<file path="src/rtl/jcl_pkg.sv">
package jcl_pkg;

  // stick event codes
  typedef enum logic [2:0] {
    EV_NONE  = 3'd0,
    EV_PRESS = 3'd1,
    EV_UP    = 3'd2,
    EV_DOWN  = 3'd3,
    EV_RIGHT = 3'd4,
    EV_LEFT  = 3'd5
  } ev_t;

  // lock modes
  typedef enum logic [1:0] {
    MODE_INIT     = 2'd0,
    MODE_LOCKED   = 2'd1,
    MODE_UNLOCKED = 2'd2,
    MODE_CHANGE   = 2'd3
  } mode_t;

  // motor pulse codes
  typedef enum logic [1:0] {
    MOTOR_NONE  = 2'd0,
    MOTOR_OPEN  = 2'd1,
    MOTOR_CLOSE = 2'd2
  } motor_t;

  // led pulse codes
  typedef enum logic [1:0] {
    LED_NONE    = 2'd0,
    LED_ALL_ON  = 2'd1,
    LED_WRONG   = 2'd2,
    LED_DEFAULT = 2'd3
  } led_t;

  localparam int SAMPLE_W    = 10;
  localparam int THRESH_W    = 9;
  localparam logic [SAMPLE_W-1:0] REST_TOP = 10'd1000;
  localparam logic [THRESH_W-1:0] THRESH_RESET = 9'd200;

  // transfer from the classifier into the event queue
  typedef struct packed {
    logic valid;
    ev_t  ev;
  } push_t;

  // factory code, repeated every four symbols
  function automatic ev_t default_symbol(input int k);
    ev_t s;
    case (k % 4)
      0:       s = EV_UP;
      1:       s = EV_UP;
      2:       s = EV_LEFT;
      default: s = EV_RIGHT;
    endcase
    return s;
  endfunction

endpackage

</file>
<file path="src/rtl/joystick_combination_lock_unit.sv">
// Joystick combination lock.
// Input channel (in_valid / in_stall): one joystick sample pair plus the
// active-low button per transfer. Output channel (out_valid / out_stall):
// one result per input transfer, in order: mode, stick event, motor and led
// pulses, entered count and compare flags.
// cfg_wr_en / cfg_wr_data write the deflection threshold; write it only
// while no transfer is in flight.
// A result passes from the classifier into a two-entry event queue, then
// through the lock sequencer into the result register.
// Throughput: one item per cycle sustained while out_stall is low.
// When the receiver stalls, the result register holds and the queue fills;
// in_stall rises once both queue entries are taken.
// Reset: mode init, no cached direction, count zero, stored code restored
// to the factory pattern, threshold 200, both channels empty.
module joystick_combination_lock_unit #(
  parameter int CODE_LENGTH = 4
) (
  input  logic                         clk,
  input  logic                         rst,
  input  logic                         cfg_wr_en,
  input  logic [jcl_pkg::THRESH_W-1:0] cfg_wr_data,
  input  logic                         in_valid,
  output logic                         in_stall,
  input  logic [jcl_pkg::SAMPLE_W-1:0] x_sample,
  input  logic [jcl_pkg::SAMPLE_W-1:0] y_sample,
  input  logic                         button_n,
  output logic                         out_valid,
  input  logic                         out_stall,
  output logic [1:0]                   lock_mode,
  output logic [2:0]                   stick_event,
  output logic [1:0]                   motor_command,
  output logic [1:0]                   led_command,
  output logic [1:0]                   entered_count,
  output logic                         code_checked,
  output logic                         code_matched
);

  jcl_pkg::push_t push;
  jcl_pkg::ev_t   head;
  logic           queue_full;
  logic           queue_not_empty;
  logic           ev_pop;

  // classifier
  jcl_front u_front (
    .clk         (clk),
    .rst         (rst),
    .cfg_wr_en   (cfg_wr_en),
    .cfg_wr_data (cfg_wr_data),
    .in_valid    (in_valid),
    .x_sample    (x_sample),
    .y_sample    (y_sample),
    .button_n    (button_n),
    .queue_full  (queue_full),
    .in_stall    (in_stall),
    .push        (push)
  );

  // event queue
  jcl_queue u_queue (
    .clk       (clk),
    .rst       (rst),
    .push      (push),
    .pop       (ev_pop),
    .full      (queue_full),
    .not_empty (queue_not_empty),
    .head      (head)
  );

  // lock sequencer
  jcl_back #(
    .CODE_LENGTH (CODE_LENGTH)
  ) u_back (
    .clk           (clk),
    .rst           (rst),
    .ev_valid      (queue_not_empty),
    .ev_in         (head),
    .ev_pop        (ev_pop),
    .out_valid     (out_valid),
    .out_stall     (out_stall),
    .lock_mode     (lock_mode),
    .stick_event   (stick_event),
    .motor_command (motor_command),
    .led_command   (led_command),
    .entered_count (entered_count),
    .code_checked  (code_checked),
    .code_matched  (code_matched)
  );

endmodule

</file>
<file path="src/rtl/jcl_front.sv">
module jcl_front (
  input  logic                           clk,
  input  logic                           rst,
  input  logic                           cfg_wr_en,
  input  logic [jcl_pkg::THRESH_W-1:0]   cfg_wr_data,
  input  logic                           in_valid,
  input  logic [jcl_pkg::SAMPLE_W-1:0]   x_sample,
  input  logic [jcl_pkg::SAMPLE_W-1:0]   y_sample,
  input  logic                           button_n,
  input  logic                           queue_full,
  output logic                           in_stall,
  output jcl_pkg::push_t                 push
);

  logic [jcl_pkg::THRESH_W-1:0] stick_threshold;
  logic [jcl_pkg::SAMPLE_W-1:0] hi_level;
  jcl_pkg::ev_t                 ev;

  // threshold register
  always_ff @(posedge clk) begin
    if (rst) begin
      stick_threshold <= jcl_pkg::THRESH_RESET;
    end else if (cfg_wr_en) begin
      stick_threshold <= cfg_wr_data;
    end
  end

  assign hi_level = jcl_pkg::REST_TOP - {1'b0, stick_threshold};

  // classification, later tests win
  always_comb begin
    ev = jcl_pkg::EV_NONE;
    if (!button_n) ev = jcl_pkg::EV_PRESS;
    if (x_sample <= {1'b0, stick_threshold}) ev = jcl_pkg::EV_DOWN;
    if (x_sample >= hi_level) ev = jcl_pkg::EV_UP;
    if (y_sample <= {1'b0, stick_threshold}) ev = jcl_pkg::EV_LEFT;
    if (y_sample >= hi_level) ev = jcl_pkg::EV_RIGHT;
  end

  // accept while the queue has room
  assign in_stall   = queue_full;
  assign push.valid = in_valid && !queue_full;
  assign push.ev    = ev;

endmodule

</file>
<file path="src/rtl/jcl_queue.sv">
module jcl_queue (
  input  logic           clk,
  input  logic           rst,
  input  jcl_pkg::push_t push,
  input  logic           pop,
  output logic           full,
  output logic           not_empty,
  output jcl_pkg::ev_t   head
);

  jcl_pkg::ev_t slots [2];
  logic         wr_ptr;
  logic         rd_ptr;
  logic [1:0]   fill;
  logic         do_push;
  logic         do_pop;

  assign full      = (fill == 2'd2);
  assign not_empty = (fill != 2'd0);
  assign head      = slots[rd_ptr];
  assign do_push   = push.valid && !full;
  assign do_pop    = pop && not_empty;

  // two-entry event queue
  always_ff @(posedge clk) begin
    if (rst) begin
      wr_ptr <= 1'b0;
      rd_ptr <= 1'b0;
      fill   <= 2'd0;
    end else begin
      if (do_push) wr_ptr <= ~wr_ptr;
      if (do_pop)  rd_ptr <= ~rd_ptr;
      if (do_push && !do_pop) begin
        fill <= fill + 2'd1;
      end else if (do_pop && !do_push) begin
        fill <= fill - 2'd1;
      end
    end
  end

  always_ff @(posedge clk) begin
    if (do_push) slots[wr_ptr] <= push.ev;
  end

endmodule

</file>
<file path="src/rtl/jcl_back.sv">
module jcl_back #(
  parameter int CODE_LENGTH = 4
) (
  input  logic         clk,
  input  logic         rst,
  input  logic         ev_valid,
  input  jcl_pkg::ev_t ev_in,
  output logic         ev_pop,
  output logic         out_valid,
  input  logic         out_stall,
  output logic [1:0]   lock_mode,
  output logic [2:0]   stick_event,
  output logic [1:0]   motor_command,
  output logic [1:0]   led_command,
  output logic [1:0]   entered_count,
  output logic         code_checked,
  output logic         code_matched
);

  localparam int CW = (CODE_LENGTH > 1) ? $clog2(CODE_LENGTH) : 1;
  localparam logic [CW-1:0] LAST = CW'(CODE_LENGTH - 1);

  jcl_pkg::mode_t  mode, mode_next;
  jcl_pkg::ev_t    pending, pending_next;
  logic [CW-1:0]   count, count_next;
  jcl_pkg::ev_t    entry_symbols [CODE_LENGTH];
  jcl_pkg::ev_t    stored_code [CODE_LENGTH];
  jcl_pkg::ev_t    entry_new [CODE_LENGTH];
  logic            active;
  logic            commit;
  logic            full_entry;
  logic            match;
  logic            is_press;
  logic            wr_entry;
  logic            wr_code;
  jcl_pkg::motor_t motor;
  jcl_pkg::led_t   led;
  logic            checked;
  logic [CW+1:0]   count_ext;

  // take an event when the output register is free or draining
  assign ev_pop = ev_valid && (!out_valid || !out_stall);

  // symbol cache and entry count
  always_comb begin
    active     = (mode != jcl_pkg::MODE_INIT);
    is_press   = (ev_in == jcl_pkg::EV_PRESS);
    commit     = active && (ev_in < jcl_pkg::EV_UP) && (pending != jcl_pkg::EV_NONE);
    full_entry = commit && (count == LAST);
    if (active && ev_in >= jcl_pkg::EV_UP) begin
      pending_next = ev_in;
    end else if (commit) begin
      pending_next = jcl_pkg::EV_NONE;
    end else begin
      pending_next = pending;
    end
    if (full_entry) begin
      count_next = '0;
    end else if (commit) begin
      count_next = count + CW'(1);
    end else begin
      count_next = count;
    end
    wr_code  = commit && (mode == jcl_pkg::MODE_CHANGE);
    wr_entry = commit && (mode != jcl_pkg::MODE_CHANGE);
  end

  // compare the entry including the symbol written this tick
  always_comb begin
    match = 1'b1;
    for (int k = 0; k < CODE_LENGTH; k++) begin
      entry_new[k] = (wr_entry && count == CW'(k)) ? pending : entry_symbols[k];
      if (entry_new[k] != stored_code[k]) match = 1'b0;
    end
  end

  // next mode
  always_comb begin
    mode_next = mode;
    case (mode)
      jcl_pkg::MODE_INIT: begin
        mode_next = jcl_pkg::MODE_LOCKED;
      end
      jcl_pkg::MODE_LOCKED: begin
        if (full_entry && match) mode_next = jcl_pkg::MODE_UNLOCKED;
      end
      jcl_pkg::MODE_UNLOCKED: begin
        if (is_press) mode_next = jcl_pkg::MODE_CHANGE;
        if (full_entry && match) mode_next = jcl_pkg::MODE_LOCKED;
      end
      jcl_pkg::MODE_CHANGE: begin
        if (full_entry) mode_next = jcl_pkg::MODE_UNLOCKED;
      end
      default: mode_next = jcl_pkg::MODE_INIT;
    endcase
  end

  // command pulses
  always_comb begin
    motor   = jcl_pkg::MOTOR_NONE;
    led     = jcl_pkg::LED_NONE;
    checked = 1'b0;
    case (mode)
      jcl_pkg::MODE_LOCKED: begin
        checked = full_entry;
        if (full_entry) begin
          if (match) begin
            led   = jcl_pkg::LED_ALL_ON;
            motor = jcl_pkg::MOTOR_OPEN;
          end else begin
            led = jcl_pkg::LED_WRONG;
          end
        end
      end
      jcl_pkg::MODE_UNLOCKED: begin
        checked = full_entry;
        if (is_press) led = jcl_pkg::LED_DEFAULT;
        if (full_entry && match) motor = jcl_pkg::MOTOR_CLOSE;
      end
      jcl_pkg::MODE_CHANGE: begin
        if (full_entry) led = jcl_pkg::LED_ALL_ON;
      end
      default: begin
        motor = jcl_pkg::MOTOR_NONE;
      end
    endcase
  end

  assign count_ext = {2'b00, count_next};

  // control state
  always_ff @(posedge clk) begin
    if (rst) begin
      mode      <= jcl_pkg::MODE_INIT;
      pending   <= jcl_pkg::EV_NONE;
      count     <= '0;
      out_valid <= 1'b0;
    end else begin
      if (ev_pop) begin
        mode    <= mode_next;
        pending <= pending_next;
        count   <= count_next;
      end
      if (ev_pop) begin
        out_valid <= 1'b1;
      end else if (!out_stall) begin
        out_valid <= 1'b0;
      end
    end
  end

  // stored code, factory value at reset
  always_ff @(posedge clk) begin
    if (rst) begin
      for (int k = 0; k < CODE_LENGTH; k++) begin
        stored_code[k] <= jcl_pkg::default_symbol(k);
      end
    end else if (ev_pop && wr_code) begin
      stored_code[count] <= pending;
    end
  end

  // entry symbols
  always_ff @(posedge clk) begin
    if (ev_pop && wr_entry) entry_symbols[count] <= pending;
  end

  // result register
  always_ff @(posedge clk) begin
    if (ev_pop) begin
      lock_mode     <= mode_next;
      stick_event   <= ev_in;
      motor_command <= motor;
      led_command   <= led;
      entered_count <= count_ext[1:0];
      code_checked  <= checked;
      code_matched  <= checked && match;
    end
  end

endmodule
</file>
<file path="config.mk">
export PLATFORM = sky130hd
export DESIGN_NAME = joystick_combination_lock_unit
export DESIGN_NICKNAME = d
export VERILOG_FILES = /design/src/rtl/jcl_pkg.sv /design/src/rtl/joystick_combination_lock_unit.sv /design/src/rtl/jcl_front.sv /design/src/rtl/jcl_queue.sv /design/src/rtl/jcl_back.sv
export SDC_FILE = /design/constraint.sdc
export NUM_CORES = 1
export LEC_CHECK = 0
export ABC_AREA = 0
export BUFFER_PORTS_ARGS = -buffer_cell sky130_fd_sc_hd__buf_2
export CAP_MARGIN = 10
export CORE_UTILIZATION = 44
export DETAILED_ROUTE_END_ITERATION = 8
export MAX_ROUTING_LAYER = met4
export PLACE_DENSITY = 0.69
export SYNTH_ARGS = -nofsm -noshare
export SYNTH_HDL_FRONTEND = slang
export SYNTH_SLANG_ARGS = --single-unit
</file>
<file path="constraint.sdc">
create_clock -name clk -period 6.4 [get_ports clk]
set_input_delay 1.6 -clock clk [delete_from_list [all_inputs] [get_ports clk]]
set_output_delay 1.6 -clock clk [all_outputs]
set_load 0.02 [all_outputs]
</file>
Word level (Yosys, flattened, before mapping). Memories as Yosys holds them, arrays and structs flattened. A register that Yosys moved wholly into a read port is not among the register bits. Cells that the tools add are included.

Add/subtract/negate cells: 4. Magnitude comparators: 6. Eq/ne operators: 14. Multiplexer cells: 53. Bitwise logic cells: 2. Reductions and logical operators: 36.

Operators by type and width (count): $mux 3 (12); $mux 2 (16); $mux 1 (22); $ge 10x10->1 (2); $le 10x9->1 (2); $logic_and 1x1->1 (20); $ne 3x3->1 (4); $eq 2x2->1 const B (5); $sub 10x9->10 const A (1); $pmux 2 s4 (1); $reduce_bool 2->1 (4); $pmux 2 s3 (1); $logic_not 1->1 (5); $add 2x1->2 const B (2); $eq 2x1->1 const B (2); $logic_not 2->1 (2); $pmux 2 s2 (1); $eq 3x1->1 const B (1); $ge 3x2->1 const B (1); $lt 3x2->1 const B (1); $reduce_bool 3->1 (1); $reduce_or 3->1 (1); $ne 2x1->1 const B (1); $ne 2x2->1 const B (1); other kinds (5) (6).

Bits in registers: 34. RAM bits: 30. Input bits: 35. Logic and storage cells: 133. Memories kept: 3.

Memories: u_back.entry_symbols (words 4, width 3, read ports 4, clocked after memory_dff 0, write ports 1, line jcl_back.sv:26) `jcl_pkg::ev_t entry_symbols [CODE_LENGTH];`; u_back.stored_code (words 4, width 3, read ports 4, clocked after memory_dff 0, write ports 4, line jcl_back.sv:27) `jcl_pkg::ev_t stored_code [CODE_LENGTH];`; u_queue.slots (words 2, width 3, read ports 1, clocked after memory_dff 1, write ports 1, line jcl_queue.sv:11) `jcl_pkg::ev_t slots [2];`.

Longest topological paths before layout. Gate-level depths: netlist (run 1).

Word-level depth: 14. Mapped depth: 12. Mapped depth without buffers: 12.

Cells and area by module. A second synthesis (run 1) with hierarchy kept.

Cell total of the unflattened synthesis: 464. Area, all modules: 4438.0 um^2.

Modules (own cells, without submodules): jcl_back (times used 1, cells an instance 271, area each 2673.8 um^2, seq. area each 1271.2 um^2); jcl_front (times used 1, cells an instance 159, area each 1330.0 um^2, seq. area each 180.2 um^2); jcl_queue (times used 1, cells an instance 34, area each 434.2 um^2, seq. area each 280.3 um^2).

Worst setup path after synthesis (run 1). Ideal clock, no wire load.

Path kind: input to register. Start: in x_sample[0] (netlist bit). End: mem u_queue.slots[0][1] (netlist bit), data pin. Setup time: 0.264 ns. Arrival time: 3.137 ns. Setup slack: 2.999 ns. Stages: 10. Path buffers: 0. Cell sequence: inv_1 ha_1 nand2b_1 a21o_1 a21o_1 a21oi_1 o21ai_0 a31oi_1 nor2_1 o311a_1.

RTL lines: start: declaration (line joystick_combination_lock_unit.sv:24) `input logic [jcl_pkg::SAMPLE_W-1:0] x_sample,`; end: declaration (line jcl_queue.sv:11).

==> results of run 1 <==
==> cells in the mapped netlist, drive strengths merged (6+ instances only) <==
cell type,n
a21o,6
a21oi,25
and2,7
and3,9
dfxtp,22
edfxtp,43
ha,46
inv,33
mux2i,8
nand2,23
nand2b,9
nand3,9
nand4,6
nor2,27
nor2b,6
nor3,9
o21ai,22
xnor2,10
xor2,14
==> final cells by class <==
type                    count  area share, %
multi-input cells         295           47.7
flip-flops and latches     65           37.2
well taps                 108           2.90
clock buffers              10           2.74
repair buffers             49           5.27
inverters                  34           2.74
clock inverters             6           1.45
==> layer usage <==
layer / global-route usage (%) / share of wire [%] / up-vias
met5: - / 0 / -
li1: - / - / 1558
met4: 3.33 / 0.62 / 0
met2: 30.4 / 47 / 92
met3: 4.75 / 4.9 / 8
met1: 23.8 / 47 / 1444
==> metrics by stage <==
stage               instance area [µm²]  util (%)  hold WS, ns  total power, mW
floorplan                          4130         -        0.460            0.873
global placement                   4460      50.1        0.478            0.968
detailed placement                 4460      50.1        0.496            0.980
CTS                                4650      52.3        0.510             1.32
global route                       4650      52.3        0.530             1.40
finish                             4650      52.3        0.504             1.31
==> cell families (layout without fill, tap and decap cells) <==
logic type,count (synthesis),after routing,share of synthesized area [%]
AO/OA/AOI/OAI,87,87,14.5
buffers and inverters,42,99,4.28
XOR/XNOR,24,24,5.10
adder cells (fa/ha/maj),46,46,14.0
AND/OR/NAND/NOR,126,126,17.1
multiplexers,12,12,3.03
flip-flops,65,65,42.0
==> flip-flops by register name (all words and copies together), names as in the netlist, named ones only <==
register and cells:
u_back.code_checked 1, u_back.code_matched 1, u_back.count 2, u_back.entered_count 2
u_back.entry_symbols 12, u_back.led_command 2, u_back.lock_mode 2, u_back.mode 2
u_back.motor_command 2, u_back.out_valid 1, u_back.pending 3, u_back.stick_event 3
u_back.stored_code 12, u_front.stick_threshold 9, u_queue.fill 2, u_queue.rd_ptr 1
u_queue.slots 6, u_queue.wr_ptr 1
==> path summary, 6_finish.rpt <==
kind / from / slack, ns / cells past startpoint / endpoint
setup reg to reg: u_front.stick_threshold[0] / 3.40 / 11 / u_queue.slots[0][1]
hold reg to reg: u_back.out_valid / 0.50 / 2 / u_back.out_valid
hold / removal: u_back.out_valid / 0.50 / 2 / u_back.out_valid
setup / recovery: out_stall / 2.91 / 8 / u_back.stored_code[2][2]
==> worst max-delay path, delay by kind of cell <==
kind / cells / cell delay [ns]
compound gates: 1 / 0.12
buf+inv: 2 / 0.72
simple gates: 5 / 1.10
==> power breakdown <==
group          total [mW]  switching [mW]  leakage [nW]  internal, mW
Clock               0.340           0.159        0.0929         0.181
Sequential          0.580          0.0475         0.579         0.533
Combinational       0.389           0.244          1.28         0.145
==> impl_results.md, run 1 <==
- Yosys top cell area share: 31.3%
- Slew Viols, Final: 0
- CTS Buf Count: 9
- Drt pass-1 iters: 4
- Max_cap viols: 0
- Avg WL per Cell: 14.8 µm
- Share of layout cells above drive strength 1: 19.4%
- Worst ir drop on vdd: 0.000181 V
- WS Path Type: in -> reg
- Top_reg_cell synth: edfxtp_1
- # diodes: 0
- Post-CTS setup buffers: 0
- Most common cell after layout, fill and taps aside: buf_2
- Ys async rst share: 0%
- Crit path arrival time: 3.54 ns
- H-tree lvl count: 3
- Setup Skew: 0.0111 ns
- PortBufs: 49
- Gr ovfl total: 0
- Vias in the first global route: 2,935
- Clock slew at reported path FFs: 0.07 ns
- Cell Rows: 34
- Die H: 98.8 µm
- Top Ports: 50
- Final period utilization: 54.5%
- Worst-Skew Late Latency: 0.34 ns
- Synth Area per Inst: 10.3 µm²
- Chip width: 98.8 µm
- Final ANT Viol Nets: 0
- Worst min path class: reg -> reg
- Worst stage delay on the critical path: 0.62 ns
- Max Fclk: 287 MHz
- Crit-path cells: buf_2 -> nand2_1 -> o21ai_2 -> inv_1 -> and3_1 -> nand2_1 -> nor3_1 -> or2_2
- Required time of the critical path: 6.45 ns
- Status: complete, no violations
- Worst path slowest cell: inv_1
- Lkg Pwr: 1.95 nW
- Initial drt markers: 157
- Via count: 3,102
- Setup crit end kind: register
- CP Launch Type: input pin
- Die ar.: 9770 µm²
- Final Hold Viols: 0
- All-Layer GR Usage: 18.7%
- CTS hold repair buffers: 0
- Main area contributors after synthesis: edfxtp_1 31%, ha_1 14%, dfxtp_1 11%
- CTS tree: done
- Final std cells w/o fill: 567
- Critical path fanouts, max: 23
- Most used cell, CP: nand2_1
- Final setup viols: 0
- Initial Utilization: 46.4%
- Fillers: 790
- Vias per cell: 5.47
- Syn_nets: 483
- PnR worst setup slack: 2.91 ns
- Worst Tran Pin Value: 0.811 ns
- Yosys reg bits: 65
- Root Driver: clkbuf_8
- Post-Route WL: 8.40 mm
- Register area: 1730 µm²
- Post-place setup slack: 2.55 ns
- Sequential-to-total area share from yosys stat: 42.0%
- Dpl hpwl: 6.58 mm
- Cell area power density: 281 nW/µm²
- Initial antenna violation count: 0
- Max_slew headroom: 45.9%
- Post-synth cell types: 68
- Worst-case clock buffer depth: 2
- Area of the core: 8890 µm²
- Post-Place Cells: 551
- Resized cells post-CTS: 0
- Yosys warns: 0
- Setup TNS: 0 ns
- Clk sinks: 65
- RSZ-0062 raised after global routing: false
- Layout net count: 535
- Multi-input logic area: 2220 µm²
- Drc violations: 0
- Tmin final: 3.49 ns
- Most frequent cells in the layout: 49 x buf_2, 46 x ha_1, 43 x edfxtp_1
- GP Congestion: 0.853
- Area overhead of the layout relative to synthesis: 12.8%
- Synth Instances: 402
- Top cell type by total area after synthesis: edfxtp_1
- Mapped Area: 4130 µm²
- Number of enable flip-flop cells after synthesis: 43
- Largest net degree at the start of global routing: 24
- First-pass GRT wire length: 14.1 mm
(Power assumes the default switching activity.)
==> run 2: changes to the inputs <==
==> constraint.sdc (replaced) <==
create_clock -name clk -period 3.28 [get_ports clk]
set_input_delay 0.82 -clock clk [delete_from_list [all_inputs] [get_ports clk]]
set_output_delay 0.82 -clock clk [all_outputs]
set_load 0.02 [all_outputs]
==> run 2 against run 1 <==
Via count is 0.58% higher; utilization up 0.34 points; critical path depth grew 3; die area unchanged; clock-buffer cell count stayed put; hold slack lost 0.0072 ns; sequential power rose by 90%; non-clock buffer count rose by 7; critical path type is now reg -> reg; critical endpoint is now u_queue.slots[1][1].
==> impl_results.md, run 2 (synthesis gave the netlist of run 1 again) <==
- Lkg Pwr: 1.97 nW (+1.1%)
- Top Ports: 50 (unchanged)
- GP Congestion: 0.870 (+2.0%)
- Final Hold Viols: 0 (unchanged)
- Area overhead of the layout relative to synthesis: 13.5%
- All-Layer GR Usage: 19.5% (+0.78 points)
- Resized cells post-CTS: 0 (unchanged)
- Share of layout cells above drive strength 1: 20.6% (+1.2 points)
- Worst ir drop on vdd: 0.000268 V (+48%)
- Most frequent cells in the layout: 49 x buf_2, 46 x ha_1, 43 x edfxtp_1
- Final std cells w/o fill: 574 (+1.2%)
- Max_cap viols: 0 (unchanged)
- Required time of the critical path: 3.37 ns (-3.08 ns)
- Status: complete, no violations
- Root Driver: clkbuf_8
- Post-Place Cells: 558 (+1.3%)
- First-pass GRT wire length: 14.3 mm (+1.6%)
- Critical path fanouts, max: 4 (-83%)
- Avg WL per Cell: 15.0 µm (+1.4%)
- Worst R2R End: u_queue.slots[1][1]
- Final ANT Viol Nets: 0 (unchanged)
- Max Fclk: 342 MHz
- Most common cell after layout, fill and taps aside: buf_2
- Drc violations: 0 (unchanged)
- Chip width: 98.8 µm (unchanged)
- Clk sinks: 65 (unchanged)
- Final period utilization: 89.1%
- Critical R2R Launch: u_front.stick_threshold[0]
- Worst Tran Pin Value: 0.584 ns (-0.227 ns)
- Slew Viols, Final: 0 (unchanged)
- Logic pwr share: 32.4% (+2.7 points)
- Fillers: 818 (+3.5%)
- CP Launch Type: register
- Reg power frac: 43.7% (-0.6 points)
- Setup Skew: 0.0192 ns (+0.00809 ns)
- Initial Utilization: 46.4% (unchanged)
- Worst-case clock buffer depth: 2 (unchanged)
- CTS hold repair buffers: 0 (unchanged)
- Critical path origin: u_front.stick_threshold[0]
- Gr ovfl total: 0 (unchanged)
- RSZ-0062 raised after global routing: false
- Clock slew at reported path FFs: 0.07 ns (about the same)
- Cell internal pwr: 1.62 mW (+89%)
- Post-Route WL: 8.63 mm (+2.7%)
- H-tree lvl count: 3 (unchanged)
- Vias per cell: 5.44 (-0.65%)
- Setup crit end kind: register
- Die H: 98.8 µm (unchanged)
- Vias in the first global route: 3,073 (+4.7%)
- Drt pass-1 iters: 5 (+1)
- WS Path Type: reg -> reg
- Max_slew headroom: 60.1% (+14 points)
- Crit path to: u_queue.slots[1][1]
- Reg2Reg Depth: 11 (unchanged)
- Cell Rows: 34 (unchanged)
- Area of the core: 8890 µm² (unchanged)
- Final setup viols: 0 (unchanged)
- Initial drt markers: 141 (-10%)
- Clock power share: 23.9% (-2.0 points)
- # diodes: 0 (unchanged)
- R2R Setup Slk: 0.36 ns (-3.04 ns)
- CTS tree: done
- Initial antenna violation count: 0 (unchanged)
- Tmin final: 2.92 ns
- PortBufs: 49 (unchanged)
- Net Sw Power: 0.907 mW (+100%)
- Post-CTS setup buffers: 0 (unchanged)
- Crit path arrival time: 3.01 ns (-0.53 ns)
- Worst min path class: reg -> reg
- Via count: 3,120 (+0.58%)
- Layout net count: 542 (+1.3%)
- Largest net degree at the start of global routing: 23 (-4.2%)
- Sw frac: 35.9% (+1.5 points)
- Die ar.: 9770 µm² (unchanged)
- Worst-Skew Late Latency: 0.35 ns (about the same)
- Largest registers: u_back.entry_symbols (12), u_back.stored_code (12), u_front.stick_threshold (9)
- Dpl hpwl: 6.71 mm (+2.0%)
- Setup TNS: 0 ns (unchanged)
- Cell area power density: 540 nW/µm² (+92%)
- CTS Buf Count: 9 (unchanged)
- Hold Worst Slack: 0.496 ns (-0.00716 ns)
==> run 2: cell count changes in the layout (fill, tap and decap cells not counted) <==
cell	before	now
buf_4	0	7
bufinv_16	1	0
clkinv_4	1	2
clkinvlp_4	2	3
inv_6	1	0
==> run 2: worst min path at each step <==
stage	to	slack, ns	start	depth (start not counted)
floorplan	u_front.stick_threshold[1]	0.46	u_front.stick_threshold[1]	2
global placement	u_front.stick_threshold[1]	0.48	u_front.stick_threshold[1]	2
detailed placement	u_back.out_valid	0.49	u_back.out_valid	2
CTS	u_back.out_valid	0.50	u_back.out_valid	2
global route	u_back.out_valid	0.54	u_back.out_valid	2
finish	u_back.out_valid	0.50	u_back.out_valid	2
==> run 2: worst max-delay path: stages, from the launching register on <==
cell	delay, ns
dfxtp_1	0.39
inv_1	0.08
ha_1	0.22
a21o_1	0.21
a21oi_1	0.29
xnor2_1	0.15
ha_1	0.21
a2111oi_0	0.32
o21ai_0	0.16
a31oi_1	0.24
nor2_1	0.06
o311a_1	0.34
==> run 2: stage by stage <==
| step | power (mW) | setup slack [ns] | area, µm² | util (%) |
|---|---|---|---|---|
| after floorplan | 1.70 | 0.659 | 4130 | - |
| after global placement | 1.92 | 0.384 | 4510 | 50.7 |
| after detailed placement | 1.94 | 0.377 | 4510 | 50.7 |
| after CTS | 2.55 | 0.349 | 4680 | 52.7 |
| after global routing | 2.68 | 0.117 | 4680 | 52.7 |
| final | 2.53 | 0.356 | 4680 | 52.7 |
==> run 2: layer usage <==
| layer | up-vias | share of wire (%) | global-route usage (%) |
|---|---|---|---|
| met3 | 13 | 3.2 | 3.62 |
| li1 | 1579 | - | - |
| met5 | - | 0 | - |
| met1 | 1460 | 46 | 24.2 |
| met2 | 68 | 49 | 31.6 |
| met4 | 0 | 1.7 | 7.46 |
==> run 2: power by group through the flow <==
| stage | Combinational [mW] | Clock, mW | Sequential [mW] |
|---|---|---|---|
| after floorplan | 0.504 | 0 | 1.20 |
| after global placement | 0.802 | 0 | 1.12 |
| after detailed placement | 0.819 | 0 | 1.12 |
| after CTS | 0.825 | 0.615 | 1.10 |
| after global routing | 0.910 | 0.654 | 1.12 |
| final | 0.819 | 0.604 | 1.10 |
==> run 2: final cells by class <==
| type | count | area, µm² | area share (%) |
|---|---|---|---|
| clock buffer | 10 | 128 | 2.73 |
| clock inverter | 6 | 45.0 | 0.962 |
| inverter | 34 | 128 | 2.73 |
| multi-input combinational | 295 | 2220 | 47.4 |
| sequential | 65 | 1730 | 37.0 |
| tap | 108 | 135 | 2.89 |
| timing repair buffer | 56 | 298 | 6.36 |
